## src/hw/rtl/drhe_pkg.sv

```systemverilog
`timescale 1ns / 1ps
`default_nettype none
// ----------------------------------------------------------------------------
// drhe_pkg
// Types and constants shared by the decimal round-half-even core.
// ----------------------------------------------------------------------------
package drhe_pkg;

	localparam int unsigned MANT_W        = 96;
	localparam int unsigned LIMB_W        = 16;
	localparam int unsigned LIMBS_PER_DIV = MANT_W / LIMB_W;
	localparam int unsigned REM_W         = 4;
	localparam int unsigned SCALE_W       = 5;
	localparam int unsigned X_W           = REM_W + LIMB_W;
	localparam int unsigned PROD_W        = 2 * X_W;
	localparam int unsigned RECIP_SHIFT   = 23;

	// ceil(2^23 / 10): exact quotient by ten for any numerator below 2^22
	localparam logic [X_W-1:0] RECIP_TEN = X_W'(838861);

	localparam logic [REM_W-1:0] HALF_DIGIT = REM_W'(5);

	typedef struct packed {
		logic [MANT_W-1:0]  mant;
		logic [REM_W-1:0]   rem;
		logic               sticky;
		logic [SCALE_W-1:0] scale;
		logic               negative;
	} item_t;

endpackage
`default_nettype wire

```

## src/hw/rtl/drhe_round.sv

```systemverilog
`timescale 1ns / 1ps
`default_nettype none
// ----------------------------------------------------------------------------
// drhe_round
// Round-half-even decision on the last digit and sticky bit, increment of
// the quotient and the registered result beat.
// ----------------------------------------------------------------------------
module drhe_round (
	input  wire                          clk,
	input  wire                          arst_n,
	input  wire                          in_valid,
	input  drhe_pkg::item_t              in_item,
	output logic                         done,
	output logic [drhe_pkg::MANT_W-1:0]  rounded,
	output logic                         rounded_negative
);

	logic                        up;
	logic [drhe_pkg::MANT_W-1:0] sum;
	logic                        done_q;
	logic [drhe_pkg::MANT_W-1:0] rounded_q;
	logic                        negative_q;

	always_comb begin
		up = (in_item.rem > drhe_pkg::HALF_DIGIT) ||
		     ((in_item.rem == drhe_pkg::HALF_DIGIT) && (in_item.sticky || in_item.mant[0]));
		sum = in_item.mant + drhe_pkg::MANT_W'(up);
	end

	always_ff @(posedge clk or negedge arst_n) begin
		if (!arst_n) begin
			done_q <= 1'b0;
		end else begin
			done_q <= in_valid;
		end
	end

	always_ff @(posedge clk) begin
		rounded_q  <= sum;
		negative_q <= in_item.negative;
	end

	assign done             = done_q;
	assign rounded          = rounded_q;
	assign rounded_negative = negative_q;

endmodule
`default_nettype wire

```

## config.mk

```make
export PLATFORM = sky130hd
export DESIGN_NAME = drhe_round
export DESIGN_NICKNAME = d
export VERILOG_FILES = /design/src/hw/rtl/drhe_pkg.sv /design/src/hw/rtl/drhe_round.sv
export SDC_FILE = /design/constraint.sdc
export NUM_CORES = 1
export LEC_CHECK = 0
export ABC_AREA = 0
export BUFFER_PORTS_ARGS = -buffer_cell sky130_fd_sc_hd__buf_2
export CAP_MARGIN = 20
export CORE_MARGIN = 2
export CORE_UTILIZATION = 46
export CTS_CLUSTER_DIAMETER = 80
export CTS_CLUSTER_SIZE = 16
export DETAILED_ROUTE_END_ITERATION = 8
export PLACE_DENSITY = 0.8
export SLEW_MARGIN = 20
export SYNTH_ARGS = -nofsm -noshare
export SYNTH_HDL_FRONTEND = slang
export SYNTH_SLANG_ARGS = --single-unit
```

## constraint.sdc

```tcl
create_clock -name clk -period 0.8 [get_ports clk]
set_input_delay 0.12 -clock clk [delete_from_list [all_inputs] [get_ports clk]]
set_output_delay 0.12 -clock clk [all_outputs]
set_load 0.005 [all_outputs]
```

==> qor.csv, run 1 <==
metric,value,unit
synth.lib_cells_used.distinct,33,
die_height,99.1,um
clk_root_buffer_cell,sky130_fd_sc_hd__clkbuf_8,
error_line,"[ERROR DPL-0038] Utilization greater than 100%, impossible to legalize",
worst_endpoint_kind,sequential cell input,
hpwlAfterDp,12000,um
worst_setup_endpoint_grt,rounded[88]$_DFF_P_/D,
ys_top_cells_by_area,"sky130_fd_sc_hd__dfxtp_1 (47%), sky130_fd_sc_hd__xor2_1 (13%), sky130_fd_sc_hd__xnor2_1 (6.1%)",
initial_core_util,47.5,%
clk_path_buf_depth,2,
haltStage,global routing (5_1_grt),
rows,34,
yosysTopAreaCellShare,46.7,%
clock_tree.htree_level_count,3,
yosys.area.top_type,sky130_fd_sc_hd__dfxtp_1,
port_buffers,202,
syn-instance-count,447,
number_of_register_bits_inferred_by_synthesis,98,
largest_net_degree_at_the_start_of_global_routing,17,
ys_seq_area_share,47.3,%
outcome,aborted with a tool error,
synth.avg_cell_area,9.31,sq um
synth.yosys.warnings,0,
cts_sinks,98,
synth.cell_area,0.00416,sq mm
gpl.final_weighted_congestion,0.914,
cts_made_buffers,9,
postSynthNetCount,559,
ioPinCount,208,
floorplan.die.width,99.1,um
[logic make-up after synthesis]
group	count (synthesis)	synth area share [%]
simple gates	234	30.0
flops	98	47.3
xor+xnor	94	20.0
buf+inv	17	1.86
compound gates	2	0.301
fa+ha+maj	2	0.601
[cell usage after synthesis]
| cell | n |
|---|---|
| sky130_fd_sc_hd__dfxtp_1 | 97 |
| sky130_fd_sc_hd__xor2_1 | 64 |
| sky130_fd_sc_hd__nand2_1 | 43 |
| sky130_fd_sc_hd__nand3_1 | 38 |
| sky130_fd_sc_hd__nor2_1 | 35 |
| sky130_fd_sc_hd__nor3_1 | 34 |
| sky130_fd_sc_hd__nand4_1 | 33 |
| sky130_fd_sc_hd__xnor2_1 | 29 |
| sky130_fd_sc_hd__nor4_1 | 23 |
| sky130_fd_sc_hd__inv_1 | 11 |
| sky130_fd_sc_hd__and3_1 | 7 |
| sky130_fd_sc_hd__nor4_2 | 4 |
| sky130_fd_sc_hd__clkbuf_1 | 3 |
| sky130_fd_sc_hd__and4_1 | 2 |
| sky130_fd_sc_hd__ha_1 | 2 |
| sky130_fd_sc_hd__nand2b_1 | 2 |
| sky130_fd_sc_hd__nand3_2 | 2 |
| sky130_fd_sc_hd__nand4b_1 | 2 |
| sky130_fd_sc_hd__or4_4 | 2 |
| sky130_fd_sc_hd__and2_1 | 1 |
| sky130_fd_sc_hd__and3_2 | 1 |
| sky130_fd_sc_hd__and4_2 | 1 |
| sky130_fd_sc_hd__buf_1 | 1 |
| sky130_fd_sc_hd__dfrtp_1 | 1 |
| sky130_fd_sc_hd__dlygate4sd1_1 | 1 |
| sky130_fd_sc_hd__dlymetal6s2s_1 | 1 |
| sky130_fd_sc_hd__nand4_2 | 1 |
| sky130_fd_sc_hd__nor2b_1 | 1 |
| sky130_fd_sc_hd__o21a_1 | 1 |
| sky130_fd_sc_hd__o21ai_0 | 1 |
| sky130_fd_sc_hd__or2_2 | 1 |
| sky130_fd_sc_hd__or3_4 | 1 |
| sky130_fd_sc_hd__xnor2_2 | 1 |
[stage by stage]
step / utilization [%] / hold slack, ps / cell area (sq um) / instances / setup WS, ps
CTS: 93.4 / -2.93 / 8180 / 973 / -925
detailed placement: 80.8 / -105 / 7080 / 927 / -1410
floorplan: - / -176 / 4630 / 447 / -1400
global placement: 80.8 / -105 / 7080 / 927 / -1320
[timing repair]
action	CTS
hold buffers	8
resized for setup	138
endpoints found under the setup margin	192
pin swaps	76
gates cloned	2
endpoints found under the hold margin	9
buffers inserted	22
==> run 2, diff against run 1 <==
--- a/config.mk
+++ b/config.mk
@@ -9,11 +9,9 @@
 export BUFFER_PORTS_ARGS = -buffer_cell sky130_fd_sc_hd__buf_2
 export CAP_MARGIN = 20
 export CORE_MARGIN = 2
-export CORE_UTILIZATION = 46
-export CTS_CLUSTER_DIAMETER = 80
-export CTS_CLUSTER_SIZE = 16
+export CORE_UTILIZATION = 40
 export DETAILED_ROUTE_END_ITERATION = 8
-export PLACE_DENSITY = 0.8
+export PLACE_DENSITY_LB_ADDON = 0.15
 export SLEW_MARGIN = 20
 export SYNTH_ARGS = -nofsm -noshare
 export SYNTH_HDL_FRONTEND = slang
==> run 2 against run 1 <==
  * The flow now finishes, with violations (setup timing)
  * Synthesized area did not move
  * Synthesized cell count is the same
==> qor.csv, run 2 <==
metric,value,unit,change
yosysTopAreaCellShare,46.7,%,unchanged
cp_top_family,simple AND/OR/NAND/NOR gates,,
number_of_register_bits_inferred_by_synthesis,98,,unchanged
worst_ir_drop_vdd,0.807,mV,
grt_first_pass_wirelength,24700,um,
critical_path_data_required_time,1090,ps,
cp_common_cell,sky130_fd_sc_hd__buf_12,,
initialDrtViolationCount,168,,
most_common_cell_in_the_synthesized_netlist,sky130_fd_sc_hd__dfxtp_1,,unchanged
tritoncts,built,,
power_per_cell_area,1200,mW/mm^2,
switching_power,2.68,mW,
antenna-diode-count,0,,
cell_type_of_the_slowest_stage_on_the_worst_timing_path,sky130_fd_sc_hd__nor3_2,,
ys_top_cells_by_area,"sky130_fd_sc_hd__dfxtp_1 (47%), sky130_fd_sc_hd__xor2_1 (13%), sky130_fd_sc_hd__xnor2_1 (6.1%)",,unchanged
hold_violations,0,,
grt_setup_unrepaired,yes,,
combinationalPowerShare,18.3,%,
hold_class,input pin to flip-flop,,
drt_wl_total,16800,um,
synth.lib_cells_used.distinct,33,,unchanged
internal_power_contribution,7.76,mW,
via_count,5127,,
sw_frac_of_total,25.7,%,
critical_path.endpoint_type,flip-flop,,
antenna_found_initial,0,,
die-area,0.0112,sq mm,
grt_usage,27.8,%,
viasPerCell,5.04,,
worst-path-buf-inv,5,,
critical_path.startpoint_type,input pin,,
setup_tns,-84130,ps,
yosys.area.top_type,sky130_fd_sc_hd__dfxtp_1,,unchanged
seq_power_share,50.4,%,
largest_net_degree_at_the_start_of_global_routing,16,,
hpwlAfterDp,11500,um,was 12000 um
minimum_clock_period_after_layout,1780,ps,
timing.final.crit_share,223,%,
arrival,2070,ps,
worstSetupPathType,input pin to flip-flop,,
timing_worst_slew_pin_value,534,ps,
antenna_violating_nets_left,0,,
global_route.overflow_total,0,,
clock_tree.htree_level_count,3,,unchanged
die_height,106,um,was 99.1 um
violated_checks,setup timing,,
layout_overhead_on_the_synthesized_area,110,%,
postSynthNetCount,559,,unchanged
vias_in_the_first_global_route,5281,,
synth-edff-count,0,,unchanged
clk_root_buffer_cell,sky130_fd_sc_hd__clkbuf_8,,unchanged
worstPathCellList,buf_6 > o21a_1 > o21ai_1 > nand2b_1 > ha_4 > buf_6 > nand4_1 > nor3_2 > nand4_1 > buf_12 > buf_12 > buf_12 > nor4_4 > xor2_1,,
detail_route.first_pass.iterations,4,,
power.share.clock,31.3,%,
synth.cells.most_frequent,"sky130_fd_sc_hd__dfxtp_1 (97), sky130_fd_sc_hd__xor2_1 (64), sky130_fd_sc_hd__nand2_1 (43)",,unchanged
fmax,561,MHz,
synthFlopType,sky130_fd_sc_hd__dfxtp_1,,unchanged
timing.final.ws_setup,-981,ps,
core_area,0.0102,sq mm,
synth.yosys.warnings,0,,unchanged
final_cell_area,0.00872,sq mm,
synth.avg_cell_area,9.31,sq um,unchanged
critical_path_maximum_fanout,5,,
cellLeakagePower,4.47,nW,
initial_core_util,40.7,%,was 47.5%
ys_seq_area_share,47.3,%,unchanged
placed_instance_area,0.00719,sq mm,was 0.00708 sq mm
cap_violations,0,,
final_cell_mix,"sky130_fd_sc_hd__buf_2 (182), sky130_fd_sc_hd__buf_4 (168), sky130_fd_sc_hd__dfxtp_1 (65)",,
wire_per_inst,16.5,um,
drive_gt1_share,66.2,%,
ioPinCount,208,,unchanged
layout_commonest_cell,sky130_fd_sc_hd__buf_2,,
syn-instance-count,447,,unchanged
clk_path_buf_depth,2,,unchanged
cts_made_buffers,9,,unchanged
clk_pin_slew_worst_paths,90,ps,
number_of_buffers_added_to_fix_hold_violations_after_cts,7,,was 8
outcome,"complete, but fails checks",,was aborted with a tool error
floorplan.die.width,106,um,was 99.1 um
final_nets,988,,
synth.cell_area,0.00416,sq mm,unchanged
drcViolationCount,0,,
synth-async-reset-ratio,1.02,%,unchanged
timing.max_slew.rel_slack,64.2,%,
largest_register_ffs,96,,
maxSlewViolCount,0,,
worst_hold_slack,1.96,ps,
critical_path.max_stage_delay,210,ps,
cts_sinks,98,,unchanged
rows,37,,was 34
finalSetupViolCount,191,,
port_buffers,202,,unchanged
gpl.final_weighted_congestion,0.901,,was 0.914
run 2: layer usage:
layer  global-route usage [%]  routed length (um)
met3                     5.27                 991
met5                        0                   0
met1                     29.7                5960
met4                     11.4                 652
met2                     53.4                9170
run 2: logic make-up (layout without fill, tap and decap cells):
group | Yosys count | after routing | share of synthesized area [%]
AND/OR/NAND/NOR | 234 | 234 | 30.0
flip-flops | 98 | 98 | 47.3
XOR/XNOR | 94 | 94 | 20.0
buffers and inverters | 17 | 451 | 1.86
adder cells (fa/ha/maj) | 2 | 2 | 0.601
AO/OA/AOI/OAI | 2 | 2 | 0.301
run 2: repair_timing:
action / 4_1_cts / 5_1_grt
buffers inserted: 63 / 17
gates resized for setup: 138 / 83
gates cloned: 1 / 0
hold endpoints to repair: 8 / 1
endpoints found under the setup margin: 192 / 192
pin swaps: 83 / 52
run 2: final cells by class:
class | instances | area, sq um
inverter | 11 | 41.3
tap | 136 | 170
clock inverter | 2 | 37.5
clock buffer | 14 | 153
fill | 540 | 1510
timing repair buffer | 424 | 3100
multi-input combinational | 332 | 3220
sequential | 98 | 2010
run 2: stage by stage:
stage	util, %	total power, mW	cells	setup slack [ps]
6_report	85.3	10.4	1017	-981
3_5_place_dp	70.3	7.00	962	-1400
4_1_cts	81.3	10.3	1011	-945
5_1_grt	85.3	10.8	1017	-1050
2_1_floorplan	-	5.72	447	-1400
3_3_place_gp	70.3	6.95	962	-1320
run 2: path summary, 6_finish.rpt:
| check | from | to | slack (ps) | cells past startpoint |
|---|---|---|---|---|
| min | in_item[12] | rounded[1]$_DFF_P_ | 2 | 2 |
| max | in_item[6] | rounded[69]$_DFF_P_ | -980 | 14 |
| max in group asynchronous | arst_n | done$_DFF_PN0_ | 680 | 2 |
| min in group asynchronous | arst_n | done$_DFF_PN0_ | 40 | 2 |
run 2: power by group through the flow:
stage	registers, mW	logic, mW	clock network, mW
4_1_cts	5.24	1.78	3.27
5_1_grt	5.28	2.03	3.49
3_3_place_gp	5.33	1.62	0
2_1_floorplan	5.38	0.348	0
3_5_place_dp	5.34	1.66	0
6_report	5.26	1.91	3.27
Note: power is estimated with default switching activity, not from simulation.
==> run 3, diff against run 2 <==
--- a/config.mk
+++ b/config.mk
@@ -6,7 +6,7 @@
 export NUM_CORES = 1
 export LEC_CHECK = 0
 export ABC_AREA = 0
-export BUFFER_PORTS_ARGS = -buffer_cell sky130_fd_sc_hd__buf_2
+export BUFFER_PORTS_ARGS = -buffer_cell sky130_fd_sc_hd__clkbuf_2
 export CAP_MARGIN = 20
 export CORE_MARGIN = 2
 export CORE_UTILIZATION = 40
==> run 3 against run 2 <==
  * The run still ends with setup timing left
  * Design area is 1.1% higher
  * Clock-buffer cell count is the same
  * Cell count up 0.88%
  * Worst hold slack improved by 16 ps
  * Critical path type unchanged
  * Routed wire length up 6.8%
  * Core utilization up 0.94 points
  * Flip-flop and latch count is the same
==> qor.csv, run 3 (same netlist as run 2, synthesis figures left out) <==
metric,value,unit,change
power_per_cell_area,1170,mW/mm^2,was 1200 mW/mm^2
worstSetupPathType,input pin to flip-flop,,unchanged
tritoncts,built,,unchanged
die-area,0.0112,sq mm,unchanged
cp_top_family,simple AND/OR/NAND/NOR gates,,unchanged
clk_pin_slew_worst_paths,90,ps,about the same
gpl.final_weighted_congestion,0.894,,was 0.901
cts_made_buffers,9,,unchanged
dp_worst_setup_slack,-1430,ps,was -1400 ps
rows,37,,unchanged
fmax,557,MHz,was 561 MHz
clk_root_buffer_cell,sky130_fd_sc_hd__clkbuf_8,,unchanged
clk_path_buf_depth,2,,unchanged
viasPerCell,5.15,,was 5.04
minimum_clock_period_after_layout,1790,ps,was 1780 ps
final_nets,997,,was 988
initial_core_util,40.7,%,unchanged
ioPinCount,208,,unchanged
outcome,"complete, but fails checks",,unchanged
final_cell_mix,"sky130_fd_sc_hd__clkbuf_2 (173), sky130_fd_sc_hd__buf_4 (169), sky130_fd_sc_hd__xor2_1 (64)",,"was sky130_fd_sc_hd__buf_2 (182), sky130_fd_sc_hd__buf_4 (168), sky130_fd_sc_hd__dfxtp_1 (65)"
timing.final.ws_setup,-994,ps,was -981 ps
layout_commonest_cell,sky130_fd_sc_hd__clkbuf_2,,was sky130_fd_sc_hd__buf_2
initialDrtViolationCount,215,,was 168
largest_net_degree_at_the_start_of_global_routing,15,,was 16
port_buffers,202,,unchanged
cts_sinks,98,,unchanged
critical_path_data_required_time,1090,ps,about the same
cap_violations,0,,unchanged
critical_path.startpoint_type,input pin,,unchanged
drt_wl_total,17900,um,was 16800 um
vias_in_the_first_global_route,5386,,was 5281
finalSetupViolCount,191,,unchanged
hold_violations,0,,unchanged
critical_path.max_stage_delay,220,ps,was 210 ps
hpwlAfterDp,11500,um,about the same
global_route.overflow_total,0,,unchanged
holdPathEnd,rounded[1]$_DFF_P_,,unchanged
worst-path-stages,14,,unchanged
drive_gt1_share,69.2,%,was 66.2%
core_area,0.0102,sq mm,unchanged
grt_first_pass_wirelength,24700,um,about the same
drcViolationCount,0,,unchanged
cell_type_of_the_slowest_stage_on_the_worst_timing_path,sky130_fd_sc_hd__buf_6,,was sky130_fd_sc_hd__nor3_2
wire_per_inst,17.5,um,was 16.5 um
grt_usage,27.9,%,was 27.8%
cellLeakagePower,4.55,nW,was 4.47 nW
worst_hold_slack,18.0,ps,was 1.96 ps
via_count,5285,,was 5127
arrival,2080,ps,was 2070 ps
hold_class,input pin to flip-flop,,unchanged
layout_overhead_on_the_synthesized_area,112,%,was 110%
worst-path-buf-inv,4,,was 5
floorplan.die.width,106,um,unchanged
critical_path.endpoint_type,flip-flop,,unchanged
maxSlewViolCount,0,,unchanged
timing_worst_slew_pin_value,523,ps,was 534 ps
worstPathCellList,buf_6 > o21a_1 > o21ai_2 > nand2b_1 > ha_4 > ha_4 > nand3_4 > buf_6 > nor3_4 > nand4_1 > buf_6 > buf_6 > nor4_4 > xor2_1,,was buf_6 > o21a_1 > o21ai_1 > nand2b_1 > ha_4 > buf_6 > nand4_1 > nor3_2 > nand4_1 > buf_12 > buf_12 > buf_12 > nor4_4 > xor2_1
grt_setup_unrepaired,yes,,unchanged
largest_register_ffs,96,,unchanged
critical_path_maximum_fanout,5,,unchanged
antenna-diode-count,0,,unchanged
worst_ir_drop_vdd,0.966,mV,was 0.807 mV
die_height,106,um,unchanged
timing.max_slew.rel_slack,64.9,%,was 64.2%
setup_tns,-87280,ps,was -84130 ps
hold_start,in_item[12],,unchanged
antenna_violating_nets_left,0,,unchanged
violated_checks,setup timing,,unchanged
timing.final.crit_share,224,%,was 223%
detail_route.first_pass.iterations,4,,unchanged
clock_tree.htree_level_count,3,,unchanged
antenna_found_initial,0,,unchanged
min_delay_path_depth,2,,unchanged
cp_common_cell,sky130_fd_sc_hd__buf_6,,was sky130_fd_sc_hd__buf_12
run 3: cell types whose count changed in the layout (fill, tap and decap cells not counted), sizes merged:
cell	change
dlygate4sd3	+1
buf	-165
clkinv	+2
clkbuf	+173
clkinvlp	-1
bufinv	-1
run 3: worst max-delay path by stage:
stage,startpoint,end
final,in_item[6],rounded[74]$_DFF_P_
after global placement,in_item[11],rounded[44]$_DFF_P_
after floorplan,in_item[6],rounded[44]$_DFF_P_
after CTS,in_item[11],rounded[44]$_DFF_P_
after detailed placement,in_item[11],rounded[70]$_DFF_P_
after global routing,in_item[6],rounded[74]$_DFF_P_
run 3: repair_timing:
item                                    CTS  global route
pin swaps                                61            73
hold buffers                              8             0
hold endpoints to repair                  9             0
endpoints found under the setup margin  192           193
resized for setup                       137           135
buffers inserted                         26            25
gates cloned                              1             0
run 3: metrics by stage:
step / cells / instance area, sq um / total power, mW / utilization (%)
after floorplan: 447 / 4630 / 5.72 / -
after global placement: 961 / 7180 / 6.95 / 70.2
after detailed placement: 961 / 7180 / 7.00 / 70.2
after CTS: 1012 / 8260 / 10.1 / 80.8
after global routing: 1026 / 8820 / 10.6 / 86.2
final: 1026 / 8820 / 10.3 / 86.2
run 3: layout make-up:
| cell class | instances | area, sq um |
|---|---|---|
| timing repair buffer | 433 | 3140 |
| inverter | 11 | 41.3 |
| clock buffer | 14 | 173 |
| sequential | 98 | 2030 |
| multi-input combinational | 332 | 3260 |
| clock inverter | 2 | 10.0 |
| fill | 534 | 1410 |
| tap | 136 | 170 |
run 3: power by group:
part,total (mW),internal (mW),switching (mW)
combinational,1.93,1.05,0.886
clock,3.13,1.38,1.75
sequential,5.28,5.18,0.0953
run 3: per-layer routing:
layer / global-route usage, % / share of wire, % / vias to the layer above
li1: - / - / 2448
met1: 28.3 / 35 / 2523
met2: 53.6 / 55 / 241
met4: 14.5 / 4.9 / 0
met3: 5.40 / 5.3 / 73
met5: 0 / 0 / -
==> run 4, diff against run 3 <==
--- a/config.mk
+++ b/config.mk
@@ -6,11 +6,11 @@
 export NUM_CORES = 1
 export LEC_CHECK = 0
 export ABC_AREA = 0
-export BUFFER_PORTS_ARGS = -buffer_cell sky130_fd_sc_hd__clkbuf_2
 export CAP_MARGIN = 20
 export CORE_MARGIN = 2
 export CORE_UTILIZATION = 40
 export DETAILED_ROUTE_END_ITERATION = 8
+export DONT_BUFFER_PORTS = 1
 export PLACE_DENSITY_LB_ADDON = 0.15
 export SLEW_MARGIN = 20
 export SYNTH_ARGS = -nofsm -noshare
==> run 4 against run 3 <==
  * The run ends with hold timing, setup timing left
  * Sequential power up 2%
  * Flip-flop and latch count unchanged
  * Highest routed layer unchanged
  * Critical path type unchanged
  * Via count decreased by 17%
  * Routed wire length fell by 12%
  * Cell count decreased by 21%
  * Worst hold slack lost 160 ps
  * Clock-buffer cell count decreased by 5
  * Design area shrank 10%
==> qor.csv, run 4 (same netlist as run 2, synthesis figures left out) <==
metric,value,unit,change
core_area,0.0102,sq mm,unchanged
minimum_clock_period_after_layout,1690,ps,was 1790 ps
hpwlAfterDp,9660,um,was 11500 um
floorplan.die.width,106,um,unchanged
die-area,0.0112,sq mm,unchanged
utilization,77.6,%,was 86.2%
dp_worst_setup_slack,-1270,ps,was -1430 ps
via_count,4375,,was 5285
vias_in_the_first_global_route,4794,,was 5386
antenna_violating_nets_left,0,,unchanged
clock_tree.htree_level_count,3,,unchanged
clk_pin_slew_worst_paths,100,ps,was 90 ps
die_height,106,um,unchanged
cellLeakagePower,3.57,nW,was 4.55 nW
hold_class,input pin to flip-flop,,unchanged
worst_hold_slack,-137,ps,was 18.0 ps
cts_made_buffers,9,,unchanged
cp_top_family,simple AND/OR/NAND/NOR gates,,unchanged
wire_per_inst,19.4,um,was 17.5 um
grt_usage,27.4,%,was 27.9%
antenna_found_initial,0,,unchanged
clk_path_buf_depth,2,,unchanged
critical_path_maximum_fanout,3,,was 5
fmax,592,MHz,was 557 MHz
grt_first_pass_wirelength,24000,um,was 24700 um
tritoncts,built,,unchanged
global_route.overflow_total,0,,unchanged
outcome,"complete, but fails checks",,unchanged
hold_start,in_item[12],,unchanged
critical_path.startpoint_type,input pin,,unchanged
finalSetupViolCount,191,,unchanged
violated_checks,"hold timing, setup timing",,was setup timing
worst-path-buf-inv,0,,was 4
critical_path.endpoint_type,flip-flop,,unchanged
clk_root_buffer_cell,sky130_fd_sc_hd__clkbuf_8,,unchanged
cts_sinks,98,,unchanged
min_delay_path_depth,1,,was 2
worst_ir_drop_vdd,1.24,mV,was 0.966 mV
drcViolationCount,0,,unchanged
gpl.final_weighted_congestion,0.863,,was 0.894
largest_net_degree_at_the_start_of_global_routing,17,,was 15
largest_register_ffs,96,,unchanged
holdPathEnd,rounded[1]$_DFF_P_,,unchanged
hold_violations,3,,was 0
cp_common_cell,sky130_fd_sc_hd__ha_4,,was sky130_fd_sc_hd__buf_6
drt_wl_total,15700,um,was 17900 um
arrival,1960,ps,was 2080 ps
layout_commonest_cell,sky130_fd_sc_hd__dfxtp_2,,was sky130_fd_sc_hd__clkbuf_2
timing_worst_slew_pin_value,540,ps,was 523 ps
cell_type_of_the_slowest_stage_on_the_worst_timing_path,sky130_fd_sc_hd__or4_4,,was sky130_fd_sc_hd__buf_6
rows,37,,unchanged
initialDrtViolationCount,170,,was 215
critical_path_data_required_time,1070,ps,was 1090 ps
timing.final.crit_share,211,%,was 224%
worstSetupPathType,input pin to flip-flop,,unchanged
grt-busiest-layer,met2,,unchanged
layout_overhead_on_the_synthesized_area,90.8,%,was 112%
grt_setup_unrepaired,yes,,unchanged
multiInputGateArea,0.00321,sq mm,was 0.00326 sq mm
drive_gt1_share,53.5,%,was 69.2%
cap_violations,0,,unchanged
initial_core_util,40.7,%,unchanged
viasPerCell,5.38,,was 5.15
gr-usage-met3,6.44,%,was 5.40%
global_route.usage.met1,28.5,%,was 28.3%
ioPinCount,208,,unchanged
worstPathCellList,o21a_1 > o21ai_1 > nand2b_1 > ha_4 > ha_4 > nand3_4 > or2_4 > or4_4 > or3_4 > xnor2_2,,was buf_6 > o21a_1 > o21ai_2 > nand2b_1 > ha_4 > ha_4 > nand3_4 > buf_6 > nor3_4 > nand4_1 > buf_6 > buf_6 > nor4_4 > xor2_1
port_buffers,0,,was 202
final_cell_mix,"sky130_fd_sc_hd__dfxtp_2 (97), sky130_fd_sc_hd__dlygate4sd3_1 (95), sky130_fd_sc_hd__buf_4 (73)",,"was sky130_fd_sc_hd__clkbuf_2 (173), sky130_fd_sc_hd__buf_4 (169), sky130_fd_sc_hd__xor2_1 (64)"
critical_path.max_stage_delay,460,ps,was 220 ps
nFillCells,642,,was 534
setup_tns,-63050,ps,was -87280 ps
timing.max_slew.rel_slack,63.8,%,was 64.9%
detail_route.first_pass.iterations,4,,unchanged
grt_use_met2,50.4,%,was 53.6%
maxSlewViolCount,0,,unchanged
timing.final.ws_setup,-889,ps,was -994 ps
regArea,0.00209,sq mm,was 0.00203 sq mm
antenna-diode-count,0,,unchanged
final_nets,784,,was 997
power_per_cell_area,1340,mW/mm^2,was 1170 mW/mm^2
run 4: changes by cell type in the layout (fill, tap and decap cells not counted), sizes merged:
cell,delta
bufinv,+4
buf,-127
clkinvlp,+1
dlygate4sd3,+87
clkbuf,-178
run 4: final cells by class:
class / instances / area share [%]
clock buffers: 9 / 1.56
clock inverters: 7 / 1.78
flip-flops and latches: 98 / 26.3
inverters: 11 / 0.520
well taps: 136 / 2.14
repair buffers: 220 / 27.3
multi-input cells: 332 / 40.4
run 4: repair_timing:
item / in CTS / in global routing
endpoints found under the setup margin: 191 / 191
endpoints found under the hold margin: 96 / 4
resized for setup: 210 / 57
pin swaps: 76 / 57
gates cloned: 1 / 0
hold buffers: 94 / 1
setup buffers: 64 / 21
run 4: stage by stage:
stage | power, mW | std cells | hold slack, ps | area, sq um
2_1_floorplan | 5.72 | 447 | -176 | 4630
5_1_grt | 11.0 | 813 | -148 | 7940
3_5_place_dp | 5.94 | 662 | -176 | 5430
6_report | 10.6 | 813 | -137 | 7940
3_3_place_gp | 5.93 | 662 | -176 | 5430
4_1_cts | 10.6 | 797 | -193 | 7550
run 4: worst max path at each step:
stage                          start                  end  cells after the start  slack, ps
after global placement    in_item[6]  rounded[44]$_DFF_P_                     10      -1240
after detailed placement  in_item[6]  rounded[56]$_DFF_P_                     12      -1270
after global routing      in_item[6]  rounded[91]$_DFF_P_                     13      -1000
after CTS                 in_item[6]  rounded[44]$_DFF_P_                     10       -820
final                     in_item[6]  rounded[44]$_DFF_P_                     10       -890
after floorplan           in_item[6]  rounded[44]$_DFF_P_                     11      -1400
run 4: layer usage:
metal	wire, um	up-vias
met5	0	-
met4	712	0
met3	1240	56
met2	8300	223
met1	5490	2075
li1	-	2021
run 4: power breakdown:
part / switching [mW] / internal (mW)
clock network: 1.78 / 2.39
logic: 0.463 / 0.635
registers: 0.159 / 5.21
